==> src/rtl/core/mt_pkg.sv <==
// Shared types, constants and word functions of the MT19937 generator.
`timescale 1ns / 1ps
package mt_pkg;

    localparam int WORD_W       = 32;
    localparam int STATE_WORDS  = 624;
    localparam int SHIFT_OFFSET = 397;
    localparam int COUNT_W      = $clog2(STATE_WORDS);

    typedef logic [WORD_W-1:0]  word_t;
    typedef logic [COUNT_W-1:0] count_t;

    typedef enum logic {
        CMD_DRAW = 1'b0,
        CMD_SEED = 1'b1
    } cmd_t;

    localparam word_t  MATRIX_A   = 32'h9908_B0DF;
    localparam word_t  UPPER_MASK = 32'h8000_0000;
    localparam word_t  LOWER_MASK = 32'h7FFF_FFFF;
    localparam word_t  SEED_MULT  = 32'd1812433253;
    localparam word_t  TEMPER_B   = 32'h9D2C_5680;
    localparam word_t  TEMPER_C   = 32'hEFC6_0000;
    localparam count_t LAST_WORD  = COUNT_W'(STATE_WORDS - 1);

    typedef struct packed {
        logic busy;
    } seed_stat_t;

    function automatic word_t mix_word(input word_t hi, input word_t lo, input word_t far);
        word_t y;
        word_t r;
        y = (hi & UPPER_MASK) | (lo & LOWER_MASK);
        r = far ^ (y >> 1);
        if (lo[0])
        begin
            r = r ^ MATRIX_A;
        end
        return r;
    endfunction

    function automatic word_t temper(input word_t w);
        word_t e;
        e = w;
        e = e ^ (e >> 11);
        e = e ^ ((e << 7) & TEMPER_B);
        e = e ^ ((e << 15) & TEMPER_C);
        e = e ^ (e >> 18);
        return e;
    endfunction

endpackage

==> src/rtl/core/mt_cell.sv <==
// One word cell of the state chain, loading from its neighbour on a shift.
`timescale 1ns / 1ps
module mt_cell (
    input  logic          clk,
    input  logic          shift,
    input  mt_pkg::word_t din,
    output mt_pkg::word_t dout
);
    import mt_pkg::*;

    word_t word_reg;
    word_t word_next;

    always_comb
    begin
        word_next = shift ? din : word_reg;
    end

    always_ff @(posedge clk)
    begin
        word_reg <= word_next;
    end

    assign dout = word_reg;

endmodule

==> config.mk <==
export PLATFORM = sky130hd
export DESIGN_NAME = mt_cell
export DESIGN_NICKNAME = d
export VERILOG_FILES = /design/src/rtl/core/mt_pkg.sv /design/src/rtl/core/mt_cell.sv
export SDC_FILE = /design/constraint.sdc
export NUM_CORES = 1
export LEC_CHECK = 0
export ABC_AREA = 1
export BUFFER_PORTS_ARGS = -buffer_cell sky130_fd_sc_hd__buf_4
export CORE_UTILIZATION = 35
export CTS_CLUSTER_DIAMETER = 80
export CTS_CLUSTER_SIZE = 28
export DETAILED_ROUTE_END_ITERATION = 6
export PLACE_DENSITY_LB_ADDON = 0.2
export SLEW_MARGIN = 5
export SYNTH_ARGS = -nofsm -noshare
export SYNTH_HDL_FRONTEND = slang
export SYNTH_SLANG_ARGS = --single-unit
export TNS_END_PERCENT = 20
==> constraint.sdc <==
create_clock -name clk -period 0.8 [get_ports clk]
set_input_delay 0.12 -clock clk [delete_from_list [all_inputs] [get_ports clk]]
set_output_delay 0.12 -clock clk [all_outputs]
set_load 0.02 [all_outputs]
==> metrics list, run 1 <==
- Kind of start point of the critical path: register
- The final critical path takes up 127% of the cycle.
- Run status: finished, violations left
- The clock passes through at most 2 buffers.
- 66 I/O pins were placed.
* Width of the die: about 54 um
* Area of the mapped netlist: a little under 1000 um2
* Remaining number of nets flagged by the antenna check after routing: 0
* Routed wirelength normalized by instance count: 14.5 um
- Core Area: 2540 um2
- The register with the most flip-flops in the layout has 32 of them.
- In this run the clock root is driven by a sky130_fd_sc_hd__clkbuf_4.
- Crit path max-delay cell type: sky130_fd_sc_hd__edfxtp_1
- Min cycle time layout: 1.01 ns
- Area used by multi-input combinational logic: 0 um2
* Starting density of the core: approximately 38%
- Of all nets on the critical path, the largest fanout is 1.
- In this run the number of cells on the critical path is 1.
- Number of input and output port buffers inserted: 65
- Timing would allow up to 0.986 GHz.
- Counting distinct cell types in the post-synthesis netlist gives 1.
* Final standard cell area without fillers: 2020 um2
- Synth Instances: 32
- Relative to the synthesized area, the layout overhead comes to 110%.
- Placed inst area: 1530 um2
- The die is 54.4 um tall.
- Max-cap violations in this run came to 0.
- The worst hold path belongs to the class input pin to register.
- Req. time, crit path: 0.68 ns
- Global Route met3 Usage: 5.00%
- For this block, the initial DRC count from the detailed router was 7.
* Via count of the first global-routing pass: 753
* Delay of the slowest cell on the worst path: between 0.4 and 0.5 ns
* Most common flop cell mapped by yosys: sky130_fd_sc_hd__edfxtp_1
- The commonest cells after synthesis are sky130_fd_sc_hd__edfxtp_1 (32).
- Clock transition time at the flip-flop clock pins of the worst setup and hold paths: 0.09 ns
- Traced cell by cell, the critical path runs through buf_6.
- The number of buffers and inverters on the critical path is 1.
- After detailed routing, the number of remaining DRC violations is 0.
* Yosys warnings: 0
* Antenna violations before repair: 0
- End of the critical path: dout[20]
- Clock tree from TritonCTS: done
* Worst-case headroom to the max-slew limit: around 93%
* Grt total ovfl: 0
* Worst path arrival time: 0.89 ns
- In this run the power density over the cells is 1800 nW/um2.
- Type of the worst setup path: register to output pin
- For this run, global-route usage on met1 was measured as between 10% and 20%.
* Layout multi-input combinational cell count: 0
- Yosys attributes the largest share of cell area to sky130_fd_sc_hd__edfxtp_1 (100%).
* Maximum number of pins on one net before global-route repair: 17
- In this design, the largest share of critical-path delay is due to flip-flops.
- Across the VDD grid, the largest voltage drop is 1.83 mV.
* Average size of a mapped cell: 30.0 um2
- Setup repair after global routing could not meet its margin everywhere.
- Critical Path End Type: output pin
- Seq/Total Area, Yosys: 100%
* Layout net count: 172
- Number of hold violations in the final report: 0
- Total inserted antenna cells: 0
- Yosys mapped a number of flops with a built-in enable equal to 32.
- Of all cell types, the one taking the most synthesized area is sky130_fd_sc_hd__edfxtp_1.
* Asr flop ratio synth: 0%
- Once routing completed, OpenROAD measured the worst setup slack at -0.214 ns.
- Busiest layer in global routing: met2
- Count of endpoints failing setup in the final report: 32
- Global-route wire length before repair: 3500 um
* Area share of the largest cell type after synthesis: 100%
- Filler cells: 150
- Most instantiated library cell after synthesis: sky130_fd_sc_hd__edfxtp_1
- Violations in the final reports: negative setup slack
- The floorplan step defined a die boundary enclosing 2960 um2.
- For the pin with the worst max-slew slack, the measured transition is 0.107 ns.
* FF+latch count, synth: 32
- The first TritonRoute pass finished after 4 iterations.
- When the netlist entered floorplanning its net count stood at 66.
* Num rows: 18
* Vias per std cell: 4.25
- Summed over all layers, the routed wires come to approximately 2500 um.
- Tracing the worst setup path back leads to its startpoint at dout[20]$_DFFE_PP_.
- Fraction of layout cells with a size suffix above 1: 51.8%
* Leakage power total: approximately 0.84 nW
- Sum of internal, switching and leakage power: 3.63 mW
- Clock Sink Count: 32
* Total Routing Usage GR: around 19%
- Slew Limit Fails: 0
- CTS built an H-tree with a depth of 2.
- Vias: approximately 720
- Routability-driven placement finished with a final weighted congestion of 0.713.
- The number of clock buffers added by TritonCTS is 5.
- Met2 track utilization from global routing: 34.3%
[metrics by stage]
| stage | setup WS, ns | std cells | utilization [%] | TNS (ns) | hold slack, ns |
|---|---|---|---|---|---|
| 5_1_grt | -0.259 | 169 | 79.2 | -7.25 | 0.175 |
| 2_1_floorplan | 0.231 | 32 | - | 0 | 0.219 |
| 3_3_place_gp | 0.120 | 129 | 60.0 | 0 | 0.298 |
| 6_report | -0.214 | 169 | 79.2 | -5.88 | 0.183 |
| 4_1_cts | -0.217 | 169 | 78.2 | -6.07 | 0.175 |
| 3_5_place_dp | 0.113 | 129 | 60.0 | 0 | 0.299 |
[how the worst min path moves through the flow]
stage                       start            endpoint  depth (start not counted)
after floorplan            din[0]   dout[0]$_DFFE_PP_                          0
final                       shift   dout[0]$_DFFE_PP_                          2
after global placement    din[31]  dout[31]$_DFFE_PP_                          1
after detailed placement   din[7]   dout[7]$_DFFE_PP_                          1
after CTS                   shift  dout[16]$_DFFE_PP_                          2
after global routing        shift   dout[7]$_DFFE_PP_                          2
[logic make-up (layout without fill, tap and decap cells)]
group	Yosys count	count (layout)	share of synthesized area, %
buffers and inverters	0	107	0
DFF	32	32	100
[layer usage]
layer / up-vias / wire length (um)
met5: - / 0
met4: 0 / 72
met3: 9 / 97
met2: 29 / 1500
met1: 337 / 782
li1: 343 / -
[cell usage in the layout, fill, tap and decap left out, drive strengths merged]
| cell | netlist | routed |
|---|---|---|
| clkbuf | 0 | 7 |
| clkinv | 0 | 1 |
| edfxtp | 32 | 32 |
| buf | 0 | 67 |
| dlygate4sd3 | 0 | 32 |
[area by class of cell]
class / instances / area [um2] / area share, %
well taps: 30 / 37.5 / 1.86
flip-flops and latches: 32 / 961 / 47.7
clock buffers: 7 / 45.0 / 2.23
clock inverters: 1 / 3.75 / 0.186
repair buffers: 99 / 968 / 48.0
[report_power, final]
part	total [mW]	internal [mW]	switching, mW
registers	2.06	1.99	0.0631
clock network	0.835	0.337	0.498
logic	0.743	0.449	0.294
[what timing repair did]
action                                  CTS  global route
endpoints found under the setup margin   32            32
hold buffers                             32             0
hold endpoints to repair                 32             0
gates resized for setup                  25             7
buffers inserted                          0             0
pin swaps                                 0             0
No activity file was read; power rests on OpenSTA's default activity.
==> run 2, diff against run 1 <==
- CORE_MARGIN: unset -> 2
==> metrics list, run 2 (synthesis results as in run 1) <==
- The power density relative to cell area is 1770 nW/um2 (-1.6%).
- Width of the die: 56.4 um (+3.7%)
* Routed wirelength normalized by instance count: 13.8 um (-5.3%)
* Delay of the slowest cell on the worst path: 0.42 ns (about the same)
- Count of boundary I/O pins: 66 (unchanged)
- The number of antenna-violating nets in the routed design is 0 (unchanged).
- The number of buffers inserted to repair setup after CTS was 0 (unchanged).
- For this design, the slowest cell found on the critical path is sky130_fd_sc_hd__edfxtp_1.
* Via count of the first global-routing pass: 771 (+2.4%)
- Area enclosed by the die boundary: 3180 um2 (+7.5%)
- The worst path setup slack after routing came to -0.196 ns (+0.0177 ns).
- The die outline height came to 56.4 um (+3.7%).
* Leakage power total: 0.845 nW (unchanged)
- The worst setup path is launched from a register.
* Req. time, crit path: 0.68 ns (about the same)
* Total inserted antenna cells: 0 (unchanged)
- Library cell used as clock root buffer: sky130_fd_sc_hd__clkbuf_4
* Worst-case headroom to the max-slew limit: 93.1% (+0.26 points)
- Layout multi-input combinational cell count: 0 (unchanged)
- Clock transition time at the flip-flop clock pins of the worst setup and hold paths: 0.09 ns (about the same)
- The final number of setup-violating endpoints was 32 (unchanged).
- The maximum number of pins on one net before global-route repair was 17 (unchanged).
* Slew @ Worst Pin: 0.103 ns (-0.00393 ns)
- Filler cells: 142 (-5.3%)
- Area used by multi-input combinational logic: 0 um2 (unchanged)
- TritonCTS built the clock tree.
- Bufs on Longest Clock Path: 2 (unchanged)
* Max FFs per register: 32 (unchanged)
- Most frequent cells in the layout: sky130_fd_sc_hd__buf_4 (33), sky130_fd_sc_hd__edfxtp_1 (32), sky130_fd_sc_hd__dlygate4sd3_1 (32), sky130_fd_sc_hd__buf_6 (32), sky130_fd_sc_hd__clkbuf_4 (5)
- Number of H-tree levels: 2 (unchanged)
- Type of the worst setup path: register to output pin
- Run status: finished, violations left
- Antenna violations before repair: 0 (unchanged)
* Global-route wire length before repair: 3660 um (+4.5%)
* 1st-iter DRT viols: 22 (+15)
- Number of hold violations in the final report: 0 (unchanged)
- # Max-Cap Violations: 0 (unchanged)
- The signal on the critical path passes through buf_6.
* Top fanout value on the critical path: 1 (unchanged)
* Count of buffer and inverter cells on the critical path: 1 (unchanged)
* Portion of the clock cycle consumed by the worst path in the final layout: 125% (-2.2 points)
- Fraction of layout cells with a size suffix above 1: 51.8% (unchanged)
- Maximum clock frequency: 1.00 GHz (+1.8%)
- Path class of the lowest-slack min-delay path: input pin to register
- Final wirelength: 2330 um (-5.3%)
* Most common cell after layout, fill and taps aside: sky130_fd_sc_hd__buf_4
- The row count came to 18 (unchanged).
- Number of detailed-route iterations in the first pass: 4 (unchanged)
- The final reports fail on negative setup slack.
- The setup total negative slack was -5.04 ns (+0.838 ns).
* Vias per std cell: 4.17 (-1.8%)
* Starting density of the core: 37.8% (unchanged)
* Area overhead of the layout relative to synthesis: 110% (unchanged)
- Pre-CTS WS: 0.117 ns (+0.00404 ns)
* RSZ-0062 raised after global routing: yes
- Layout net count: 172 (unchanged)
- Sum of internal, switching and leakage power: 3.58 mW (-1.6%)
- The residual DRC count is 0 (unchanged).
- Core Area: 2540 um2 (unchanged)
* Worst path arrival time: 0.88 ns (about the same)
- The minimum period implied by the final worst setup slack is 0.996 ns (-0.0177 ns).
- The number of buffer cells added on primary ports came to 65 (unchanged).
- The kind of cell with the highest combined delay along the critical path is flip-flops.
* Clock Sink Count: 32 (unchanged)
- Final weighted congestion of routability-driven global placement: 0.698 (-2.0%)
- The total congestion overflow is 0 (unchanged).
- The number of clock buffers inserted by TritonCTS was 5 (unchanged).
- The area taken by flip-flops and latches was 961 um2 (unchanged).
- The number of slew-limit violations in the final report is 0 (unchanged).
* Maximum vdd ir drop: 1.51 mV (-17%)
* Vias: 705 (-1.8%)
- Total Routing Usage GR: 15.9% (-3.5 points)
* Critical Path End Type: output pin
## run 2: cell counts in the layout (fill, tap and decap cells not counted)
Identical to the previous run, type by type.
## run 2: stage by stage
stage	utilization, %	area [um2]	hold slack, ns	instances
after floorplan	-	961	0.219	32
after global placement	60.0	1530	0.299	129
after detailed placement	60.0	1530	0.299	129
after CTS	78.8	2000	0.185	169
after global routing	79.2	2020	0.191	169
final	79.2	2020	0.200	169
## run 2: area by class of cell
class	count	area share, %
repair buffers	99	48.0
flip-flops and latches	32	47.7
clock buffers	7	2.23
well taps	30	1.86
clock inverters	1	0.186
## run 2: power by group
group / internal, mW / switching (mW) / leakage, nW
Combinational: 0.450 / 0.294 / 0.505
Sequential: 1.99 / 0.0608 / 0.313
Clock: 0.337 / 0.440 / 0.0269
Total: 2.78 / 0.796 / 0.845
## run 2: worst paths after layout
kind | from | end | slack (ns) | depth (start not counted)
hold / removal | shift | dout[10]$_DFFE_PP_ | 0.20 | 2
setup / recovery | dout[18]$_DFFE_PP_ | dout[18] | -0.20 | 1
## run 2: timing repair
action                                  CTS  global route
gates resized for setup                  29             3
endpoints found under the setup margin   32            32
hold buffers                             32             0
endpoints found under the hold margin    32             0
pin swaps                                 0             0
## run 2: routing by layer
metal  share of wire (%)  up-vias  track usage (%)
li1                    -      344                -
met3                 7.1        3             5.53
met4                0.65        0             5.10
met1                  36      321             17.0
met2                  57       37             29.2
met5                   0        -                0
