<file path="src/rtl/core/mt_pkg.sv">
// Shared types, constants and word functions of the MT19937 generator.
`timescale 1ns / 1ps
package mt_pkg;

    localparam int WORD_W       = 32;
    localparam int STATE_WORDS  = 624;
    localparam int SHIFT_OFFSET = 397;
    localparam int COUNT_W      = $clog2(STATE_WORDS);

    typedef logic [WORD_W-1:0]  word_t;
    typedef logic [COUNT_W-1:0] count_t;

    typedef enum logic {
        CMD_DRAW = 1'b0,
        CMD_SEED = 1'b1
    } cmd_t;

    localparam word_t  MATRIX_A   = 32'h9908_B0DF;
    localparam word_t  UPPER_MASK = 32'h8000_0000;
    localparam word_t  LOWER_MASK = 32'h7FFF_FFFF;
    localparam word_t  SEED_MULT  = 32'd1812433253;
    localparam word_t  TEMPER_B   = 32'h9D2C_5680;
    localparam word_t  TEMPER_C   = 32'hEFC6_0000;
    localparam count_t LAST_WORD  = COUNT_W'(STATE_WORDS - 1);

    typedef struct packed {
        logic busy;
    } seed_stat_t;

    function automatic word_t mix_word(input word_t hi, input word_t lo, input word_t far);
        word_t y;
        word_t r;
        y = (hi & UPPER_MASK) | (lo & LOWER_MASK);
        r = far ^ (y >> 1);
        if (lo[0])
        begin
            r = r ^ MATRIX_A;
        end
        return r;
    endfunction

    function automatic word_t temper(input word_t w);
        word_t e;
        e = w;
        e = e ^ (e >> 11);
        e = e ^ ((e << 7) & TEMPER_B);
        e = e ^ ((e << 15) & TEMPER_C);
        e = e ^ (e >> 18);
        return e;
    endfunction

endpackage

</file>
<file path="src/rtl/core/mt_seeder.sv">
// Seed sequencer: produces the initial state words, one per cycle.
`timescale 1ns / 1ps
module mt_seeder (
    input  logic               clk,
    input  logic               rst_n,
    input  logic               start,
    input  mt_pkg::word_t      seed,
    output mt_pkg::seed_stat_t stat,
    output mt_pkg::word_t      word
);
    import mt_pkg::*;

    logic   busy_reg;
    logic   busy_next;
    count_t cnt_reg;
    count_t cnt_next;
    word_t  s_reg;
    word_t  s_next;
    word_t  folded;
    word_t  product;

    always_comb
    begin
        folded  = s_reg ^ (s_reg >> 30);
        product = SEED_MULT * folded;
    end

    always_comb
    begin
        busy_next = busy_reg;
        cnt_next  = cnt_reg;
        s_next    = s_reg;
        if (start)
        begin
            busy_next = 1'b1;
            cnt_next  = '0;
            s_next    = seed;
        end
        else if (busy_reg)
        begin
            s_next   = product + WORD_W'(cnt_reg) + 32'd1;
            cnt_next = cnt_reg + 1'b1;
            if (cnt_reg == LAST_WORD)
            begin
                busy_next = 1'b0;
            end
        end
    end

    always_ff @(posedge clk or negedge rst_n)
    begin
        if (!rst_n)
        begin
            busy_reg <= 1'b0;
            cnt_reg  <= '0;
        end
        else
        begin
            busy_reg <= busy_next;
            cnt_reg  <= cnt_next;
        end
    end

    always_ff @(posedge clk)
    begin
        s_reg <= s_next;
    end

    assign stat.busy = busy_reg;
    assign word      = s_reg;

endmodule

</file>
<file path="config.mk">
export PLATFORM = sky130hd
export DESIGN_NAME = mt_seeder
export DESIGN_NICKNAME = d
export VERILOG_FILES = /design/src/rtl/core/mt_pkg.sv /design/src/rtl/core/mt_seeder.sv
export SDC_FILE = /design/constraint.sdc
export NUM_CORES = 1
export LEC_CHECK = 0
export ABC_AREA = 0
export BUFFER_PORTS_ARGS = -buffer_cell sky130_fd_sc_hd__clkbuf_2
export CAP_MARGIN = 15
export CELL_PAD_IN_SITES_DETAIL_PLACEMENT = 0
export CELL_PAD_IN_SITES_GLOBAL_PLACEMENT = 2
export CORE_MARGIN = 2
export CORE_UTILIZATION = 42
export DETAILED_ROUTE_END_ITERATION = 8
export PLACE_DENSITY_LB_ADDON = 0.1
export SYNTH_ARGS = -nofsm -noshare
export SYNTH_HDL_FRONTEND = slang
export SYNTH_SLANG_ARGS = --single-unit
</file>
<file path="constraint.sdc">
create_clock -name clk -period 8 [get_ports clk]
set_clock_uncertainty 0.05 [all_clocks]
set_input_delay 0.4 -clock clk [delete_from_list [all_inputs] [get_ports clk]]
set_output_delay 0.4 -clock clk [all_outputs]
set_load 0.005 [all_outputs]
</file>
==> out/metrics.csv, run 1 <==
metric,value,unit
Initial DRT Pass Iterations,4,
Crit Reg-Reg Startpoint,word[31],
Final period util,85.5,%
Yosys top cell by area,fa_1,
"Top FF cell, synth",edfxtp_1,
max reg flops,32,
kind of critical path,reg -> reg,
ratio of cells with drive above 1 in the final layout,10.1,%
die area,25800,µm²
routed wire length,27.7,mm
reg2reg setup slack,1.16,ns
ANT nets after route,0,
drt drc,0,
number of global-route vias before repair,7686,
PnR worst setup slack,1.16,ns
crit-path max cell delay,0.50,ns
Async SR Flop Fraction,25.6,%
H-tree levels,2,
WHS Endpoint,word[20],
Core ar.,24200,µm²
crit end category,register,
RR Endpoint,word[31],
Hold Crit Depth,3,
Hold Path Class,in -> reg,
syn avg cell area,10.2,µm²
clk slew on worst S/H paths,0.09,ns
Synth area leaders,"fa_1 30%, ha_1 29%, inv_1 9.9%",
Die Y,161,µm
first-pass GRT wire length,44.6,mm
Worst EP required,8.10,ns
Setup WS pre-CTS,1.18,ns
total global routing track utilization,23.1,%
Num Clock Sinks,43,
Seq cells post-synth,43,
initial antenna violation count,0,
die width,161,µm
largest net degree at the start of global routing,75,
Netlist Area Pre-Place,10300,µm²
total grt overflow,0,
sequential cell area fraction in the yosys report,12.0,%
Clock Path Buffers,2,
R2R depth,24,
Sum Neg Setup Slack,0,ns
Max-Cap Viols,0,
initial core utilization,42.6,%
synth warn,0,
Worst-Skew Late Latency,0.31,ns
final hold violation count,0,
DP Cell Count,1408,
CTS tree,built,
arrival time at the worst endpoint,6.94,ns
min cycle time layout,6.84,ns
"Slew Viols, Final",0,
most common cell in the synthesized netlist,inv_1,
Cells after Synth,1010,
vias after detailed routing,6901,
Yosys cell types,54,
Post-CTS Resized,0,
Peak Freq,0.146,GHz
Post-CTS Setup Bufs,0,
dpl hpwl,23.7,mm
share of the synthesized area in the top cell type,29.9,%
Mapped Nets,1437,
Layout area overhead,9.73,%
final instance count without filler cells,1417,
TritonCTS Buffers,5,
Startpoint Class,register,
GP Congestion,0.850,
Iteration-0 DRC Markers,280,
IO buf count,67,
status,"complete, no violations",
number of synthesized flops with an enable pin,32,
Final nets,1519,
critical hold path startpoint,seed[20],
Via density,4.87,
Slew @ Worst Pin,0.961,ns
I/O pins,68,
Clock Root Buffer,clkbuf_16,
RSZ-0062 raised after global routing,no,
CP max FO,9,
row count,57,
slowest library cell on the worst path,fa_1,
Filler cells,2380,
Final Setup Violations,0,
critical path cell sequence,xor2_1 -> inv_1 -> xnor2_1 -> ha_1 -> or2_2 -> ha_1 -> inv_1 -> fa_1 -> inv_1 -> ha_1 -> fa_1 -> fa_1 -> fa_1 -> inv_1 -> fa_1 -> inv_1 -> ha_1 -> nand4_1 -> or3_1 -> o2111ai_1 -> o211ai_1 -> o211ai_1 -> nand4_1 -> o211ai_1,
# diodes,0,
Routed wire per std cell,19.5,µm
slew margin rel.,35.9,%
most frequent cells after synthesis,"271 x inv_1, 238 x ha_1, 154 x fa_1",
[cell type report]
type / instances / area (µm²) / area share (%)
multi-input cells: 685 / 7980 / 70.6
clock buffers: 6 / 150 / 1.33
repair buffers: 86 / 480 / 4.25
inverters: 271 / 1020 / 8.99
well taps: 324 / 405 / 3.58
clock inverters: 2 / 41.3 / 0.365
flip-flops and latches: 43 / 1240 / 10.9
[how the worst max path moves through the flow]
stage,from,endpoint,slack [ns]
floorplan,word[31],word[28],1.36
global placement,word[31],word[31],1.27
detailed placement,word[0],word[31],1.18
CTS,word[0],word[31],1.14
global route,word[31],word[31],0.81
finish,word[31],word[31],1.16
[routing by layer]
layer  part of all wire [%]  vias to the layer above  track usage (%)
met5                      0                        -                0
met4                   0.89                        0             3.60
met3                    2.4                       18             1.76
met2                     47                       89             38.1
met1                     50                     3391             34.0
li1                       -                     3403                -
[worst max-delay path, delay by kind of cell, from the launching register on]
family | cells | cell delay [ns]
xor+xnor | 2 | 0.43
flops | 1 | 0.43
compound gates | 4 | 0.89
buf+inv | 5 | 0.32
fa+ha+maj | 9 | 3.52
simple gates | 4 | 1.03
[placed cells by master (no fill, tap or decap), drive strengths merged, types with 2 or more instances in the layout]
cell	count
mux2	3
inv	272
a211oi	5
and3	2
o22a	2
nor3	3
xnor2	44
a21oi	19
o211a	3
edfxtp	32
ha	238
o31ai	5
or2	4
nand3	4
a21o	10
a2111o	2
xor2	21
o311ai	2
nor2b	4
dfrtp	11
nor4	5
and2	3
or3	4
buf	18
o21bai	3
o211ai	8
nand2	45
fa	154
o2111ai	2
o21ai	36
nand2b	2
nor2	27
nand4	9
clkbuf	73
o21a	7
[cell families after synthesis]
| family | synth area share, % |
|---|---|
| DFF | 12.0 |
| adders and majority gates | 58.8 |
| and+or+nand+nor | 5.21 |
| AOI/OAI and AO/OA | 7.50 |
| muxes | 0.425 |
| buffers and inverters | 10.6 |
| xor gates and xnor gates | 5.52 |
[timing repair]
item / CTS / global route
endpoints found under the setup margin: 0 / 0
endpoints found under the hold margin: 11 / 0
hold buffers: 1 / 0
[through the flow]
stage | cell area [µm²] | util (%) | hold WS (ns)
after global routing | 11300 | 46.8 | 0.346
final | 11300 | 46.8 | 0.327
after detailed placement | 11100 | 46.0 | 0.249
after CTS | 11300 | 46.8 | 0.319
after floorplan | 10300 | - | 0.0544
after global placement | 11100 | 46.0 | 0.250
Power of run 1 is not shown: default switching activity piles up to over one toggle a cycle in this logic, so the estimate is an artifact.
==> run 2, diff against run 1 <==
- PLACE_DENSITY_LB_ADDON: 0.1 -> 0.25
==> run 2 against run 1 <==
- critical path depth stayed put
- critical path type unchanged
- sequential share of layout area about the same
- count of clock-buffer cells in the layout fell by 1
- critical endpoint unchanged
- worst hold slack lost 0.0043 ns
- global-route usage down 0.43 points
- utilization shrank 0.15 points
- maximum frequency increased by 0.70%
==> out/metrics.csv, run 2 (same netlist as run 1, synthesis figures left out) <==
metric,value,unit
Num Clock Sinks,43,
kind of critical path,reg -> reg,
"Slew Viols, Final",0,
met1 GRT Util,31.8,%
final hold violation count,0,
dpl hpwl,22.9,mm
Final period util,84.9,%
most frequent cells in the layout,"271 x inv_1, 238 x ha_1, 154 x fa_1, 67 x clkbuf_2, 45 x nand2_1",
slew margin rel.,34.9,%
Slew @ Worst Pin,0.977,ns
Max-Cap Viols,0,
largest net degree at the start of global routing,75,
Final nets,1517,
drt drc,0,
min cycle time layout,6.79,ns
Peak Freq,0.147,GHz
TritonCTS Buffers,5,
Clock Root Buffer,clkbuf_16,
cts hold-fix bufs,1,
Iteration-0 DRC Markers,270,
CP Buf/Inv Count,5,
GP Congestion,0.863,
first-pass GRT wire length,44.0,mm
Final Setup Violations,0,
Die Y,161,µm
crit-path max cell delay,0.51,ns
status,"complete, no violations",
critical hold path startpoint,seed[0],
vias after detailed routing,6911,
Hold Path Class,in -> reg,
I/O pins,68,
Layout area overhead,9.39,%
met3 usage,3.87,%
met2 Usage GRT,37.5,%
critical path cell sequence,xor2_1 -> inv_1 -> xnor2_1 -> ha_1 -> or2_2 -> ha_1 -> inv_1 -> fa_1 -> inv_1 -> ha_1 -> fa_1 -> fa_1 -> fa_1 -> inv_1 -> fa_1 -> inv_1 -> ha_1 -> nand4_1 -> or3_1 -> o2111ai_1 -> o211ai_1 -> o211ai_1 -> nand4_1 -> o211ai_1,
ANT nets after route,0,
IO buf count,67,
clk slew on worst S/H paths,0.07,ns
crit path from,word[31],
initial antenna violation count,0,
total grt overflow,0,
CP max FO,9,
# diodes,0,
Sum Neg Setup Slack,0,ns
Routed wire per std cell,19.1,µm
grt peak-use layer,met2,
ratio of cells with drive above 1 in the final layout,9.90,%
Initial DRT Pass Iterations,4,
RSZ-0062 raised after global routing,no,
initial core utilization,42.6,%
die width,161,µm
routed wire length,27.0,mm
Post-CTS Resized,0,
slowest library cell on the worst path,fa_1,
die area,25800,µm²
total global routing track utilization,22.7,%
CTS tree,built,
H-tree levels,2,
max reg flops,32,
Crit Reg-Reg Startpoint,word[31],
Startpoint Class,register,
Clock Path Buffers,2,
Core ar.,24200,µm²
"commonest non-fill, non-tap cell in the layout",inv_1,
Crit path max-delay family,adder cells,
row count,57,
Post-CTS Setup Bufs,0,
arrival time at the worst endpoint,6.89,ns
Worst EP required,8.10,ns
Worst-Skew Late Latency,0.31,ns
number of global-route vias before repair,7708,
Via density,4.88,
crit end category,register,
[run 2: cell types whose count changed in the layout (fill, tap and decap cells not counted)]
cell,delta
inv_6,+1
buf_4,-2
inv_8,-1
clkbuf_16,-1
clkinvlp_4,+1
[run 2: layer usage]
layer	routed length [µm]	vias to the layer above
met2	12700	125
met4	353	0
met3	1440	21
li1	-	3394
met5	0	-
met1	12400	3371
[run 2: layout make-up]
| cell class | count | area (µm²) |
|---|---|---|
| flip-flops and latches | 43 | 1240 |
| repair buffers | 84 | 465 |
| multi-input cells | 685 | 7980 |
| well taps | 324 | 405 |
| clock inverters | 3 | 46.3 |
| inverters | 271 | 1020 |
| clock buffers | 5 | 125 |
| fillers | 2376 | 12900 |
[run 2: stage by stage]
step | hold WS, ns | worst slack (ns) | utilization [%] | area, µm² | cells
finish | 0.322 | 1.21 | 46.7 | 11300 | 1415
global route | 0.337 | 0.770 | 46.7 | 11300 | 1415
CTS | 0.312 | 1.22 | 46.7 | 11300 | 1415
detailed placement | 0.246 | 1.26 | 45.9 | 11100 | 1406
global placement | 0.249 | 1.31 | 45.9 | 11100 | 1406
floorplan | 0.0544 | 1.36 | - | 10300 | 1010
[run 2: worst reg2reg max path, delay by kind of cell, from the launching register on]
| kind | cells | cell delay (ns) |
|---|---|---|
| compound gates | 4 | 0.89 |
| xor+xnor | 2 | 0.44 |
| fa+ha+maj | 9 | 3.50 |
| buf+inv | 5 | 0.32 |
| flops | 1 | 0.43 |
| simple gates | 4 | 1.01 |
[run 2: final timing paths]
check,endpoint,slack [ns],depth (start not counted)
setup / recovery,word[31],1.21,24
hold / removal,word[0],0.32,3
setup reg to reg,word[31],1.21,24
hold reg to reg,cnt_reg[6],0.51,2
max in group asynchronous,cnt_reg[3],7.22,2
min in group asynchronous,stat,0.45,2
Power of run 2 is left out for the same reason.
==> run 3, diff against run 2 <==
- clock period: 8 -> 6.82 ns (I/O delays scaled with it)
==> run 3 against run 2 <==
- maximum frequency is 3.4% higher
- non-clock buffer count is 18 higher
- count of clock-buffer cells in the layout is 1 higher
- cell count is 1.3% higher
- critical path type unchanged
- sequential cell count stayed put
- critical path depth stayed put
==> out/metrics.csv, run 3 (same netlist as run 1, synthesis figures left out) <==
metric,value,unit
ratio of cells with drive above 1 in the final layout,12.2,%
Filler cells,2316,
first-pass GRT wire length,44.1,mm
vias after detailed routing,7079,
Num Clock Sinks,43,
Iteration-0 DRC Markers,243,
Register Area,1240,µm²
clk slew on worst S/H paths,0.08,ns
Slew @ Worst Pin,1.03,ns
die width,161,µm
row count,57,
Crit path max-delay family,adder cells,
slew margin rel.,31.2,%
CP Buf/Inv Count,5,
routed wire length,27.4,mm
Final nets,1535,
Worst EP required,6.82,ns
max reg flops,32,
grt peak-use layer,met2,
Stages on worst setup path,24,
Max-Cap Viols,0,
R2R depth,24,
CP max FO,7,
reg2reg setup slack,0.25,ns
Peak Freq,0.152,GHz
slowest library cell on the worst path,edfxtp_1,
"Slew Viols, Final",0,
Final Setup Violations,0,
CTS tree,built,
H-tree levels,2,
initial core utilization,42.6,%
Core ar.,24200,µm²
status,"complete, no violations",
met2 Usage GRT,40.0,%
Final period util,96.3,%
number of global-route vias before repair,7860,
total global routing track utilization,22.9,%
Hold Crit Depth,3,
multi-input logic area,8030,µm²
kind of critical path,reg -> reg,
initial antenna violation count,2,
Clock Path Buffers,2,
die area,25800,µm²
PnR worst setup slack,0.253,ns
Routed wire per std cell,19.1,µm
crit-path max cell delay,0.51,ns
RSZ-0062 raised after global routing,yes,
min cycle time layout,6.57,ns
GP Congestion,0.898,
met3 usage,2.32,%
Die Y,161,µm
met1 GRT Util,31.7,%
Clock Root Buffer,clkbuf_16,
final hold violation count,0,
critical path cell sequence,xor2_2 -> buf_4 -> and2_2 -> or2_2 -> ha_1 -> inv_1 -> fa_1 -> inv_1 -> ha_1 -> ha_1 -> fa_1 -> fa_1 -> inv_1 -> fa_1 -> inv_1 -> ha_2 -> a21o_1 -> a21oi_1 -> o21ai_1 -> a2111o_1 -> o22a_2 -> o211a_1 -> nor3_2 -> o31ai_1,
"commonest non-fill, non-tap cell in the layout",inv_1,
total grt overflow,0,
most frequent cells in the layout,"270 x inv_1, 236 x ha_1, 154 x fa_1, 67 x clkbuf_2, 45 x nand2_1",
Worst-Skew Late Latency,0.31,ns
TritonCTS Buffers,5,
# diodes,0,
Startpoint Class,register,
crit end category,register,
dpl hpwl,23.6,mm
Hold Path Class,in -> reg,
Via density,4.94,
Setup WS pre-CTS,0.0948,ns
Initial DRT Pass Iterations,5,
drt drc,0,
ANT nets after route,0,
Layout area overhead,11.4,%
arrival time at the worst endpoint,6.56,ns
largest net degree at the start of global routing,46,
I/O pins,68,
IO buf count,67,
==> run 3: cell types whose count changed in the layout (fill, tap and decap cells not counted), moves of 2 or more <==
cell	before	now
buf_4	16	34
xor2_2	0	2
ha_1	238	236
xor2_1	21	19
==> run 3: final cells by class <==
cell class,count,area share [%]
multi-input combinational,685,70.0
clock inverter,2,0.360
sequential,43,10.8
inverter,271,8.86
timing repair buffer,102,5.23
tap,324,3.53
clock buffer,6,1.31
==> run 3: per-stage QoR <==
step / TNS [ns] / hold slack [ns] / std cells / utilization (%) / cell area [µm²]
final: 0 / 0.257 / 1433 / 47.5 / 11500
after global routing: -0.0250 / 0.261 / 1433 / 47.5 / 11500
after CTS: 0 / 0.250 / 1428 / 47.1 / 11400
after detailed placement: 0 / 0.186 / 1419 / 46.3 / 11200
after global placement: 0 / 0.182 / 1419 / 46.3 / 11200
after floorplan: 0 / -0.00459 / 1010 / - / 10300
==> run 3: metal layers <==
metal	part of all wire [%]	vias up
met4	0.91	0
met2	49	106
met1	47	3536
met5	0	-
li1	-	3423
met3	3.0	14
==> run 3: worst paths after layout <==
path,startpoint,to
min in group asynchronous,rst_n,cnt_reg[7]
worst max-delay path,word[30],word[28]
worst min register to register,cnt_reg[6],cnt_reg[6]
max in group asynchronous,rst_n,cnt_reg[2]
worst max register to register,word[30],word[28]
worst min-delay path,seed[5],word[5]
==> run 3: repair_timing <==
item	in CTS	in global routing
gates resized for setup	0	9
endpoints found under the hold margin	11	0
endpoints found under the setup margin	0	8
hold buffers	1	0
setup buffers	0	5
==> run 3: worst reg2reg max path: cells and delay by family, from the launching register on <==
family	cells	cell delay [ns]
adder cells (fa/ha/maj)	8	3.04
AO/OA/AOI/OAI	7	1.41
AND/OR/NAND/NOR	3	0.67
flip-flops	1	0.51
buffers and inverters	5	0.41
XOR/XNOR	1	0.22
Power of run 3 is left out for the same reason.
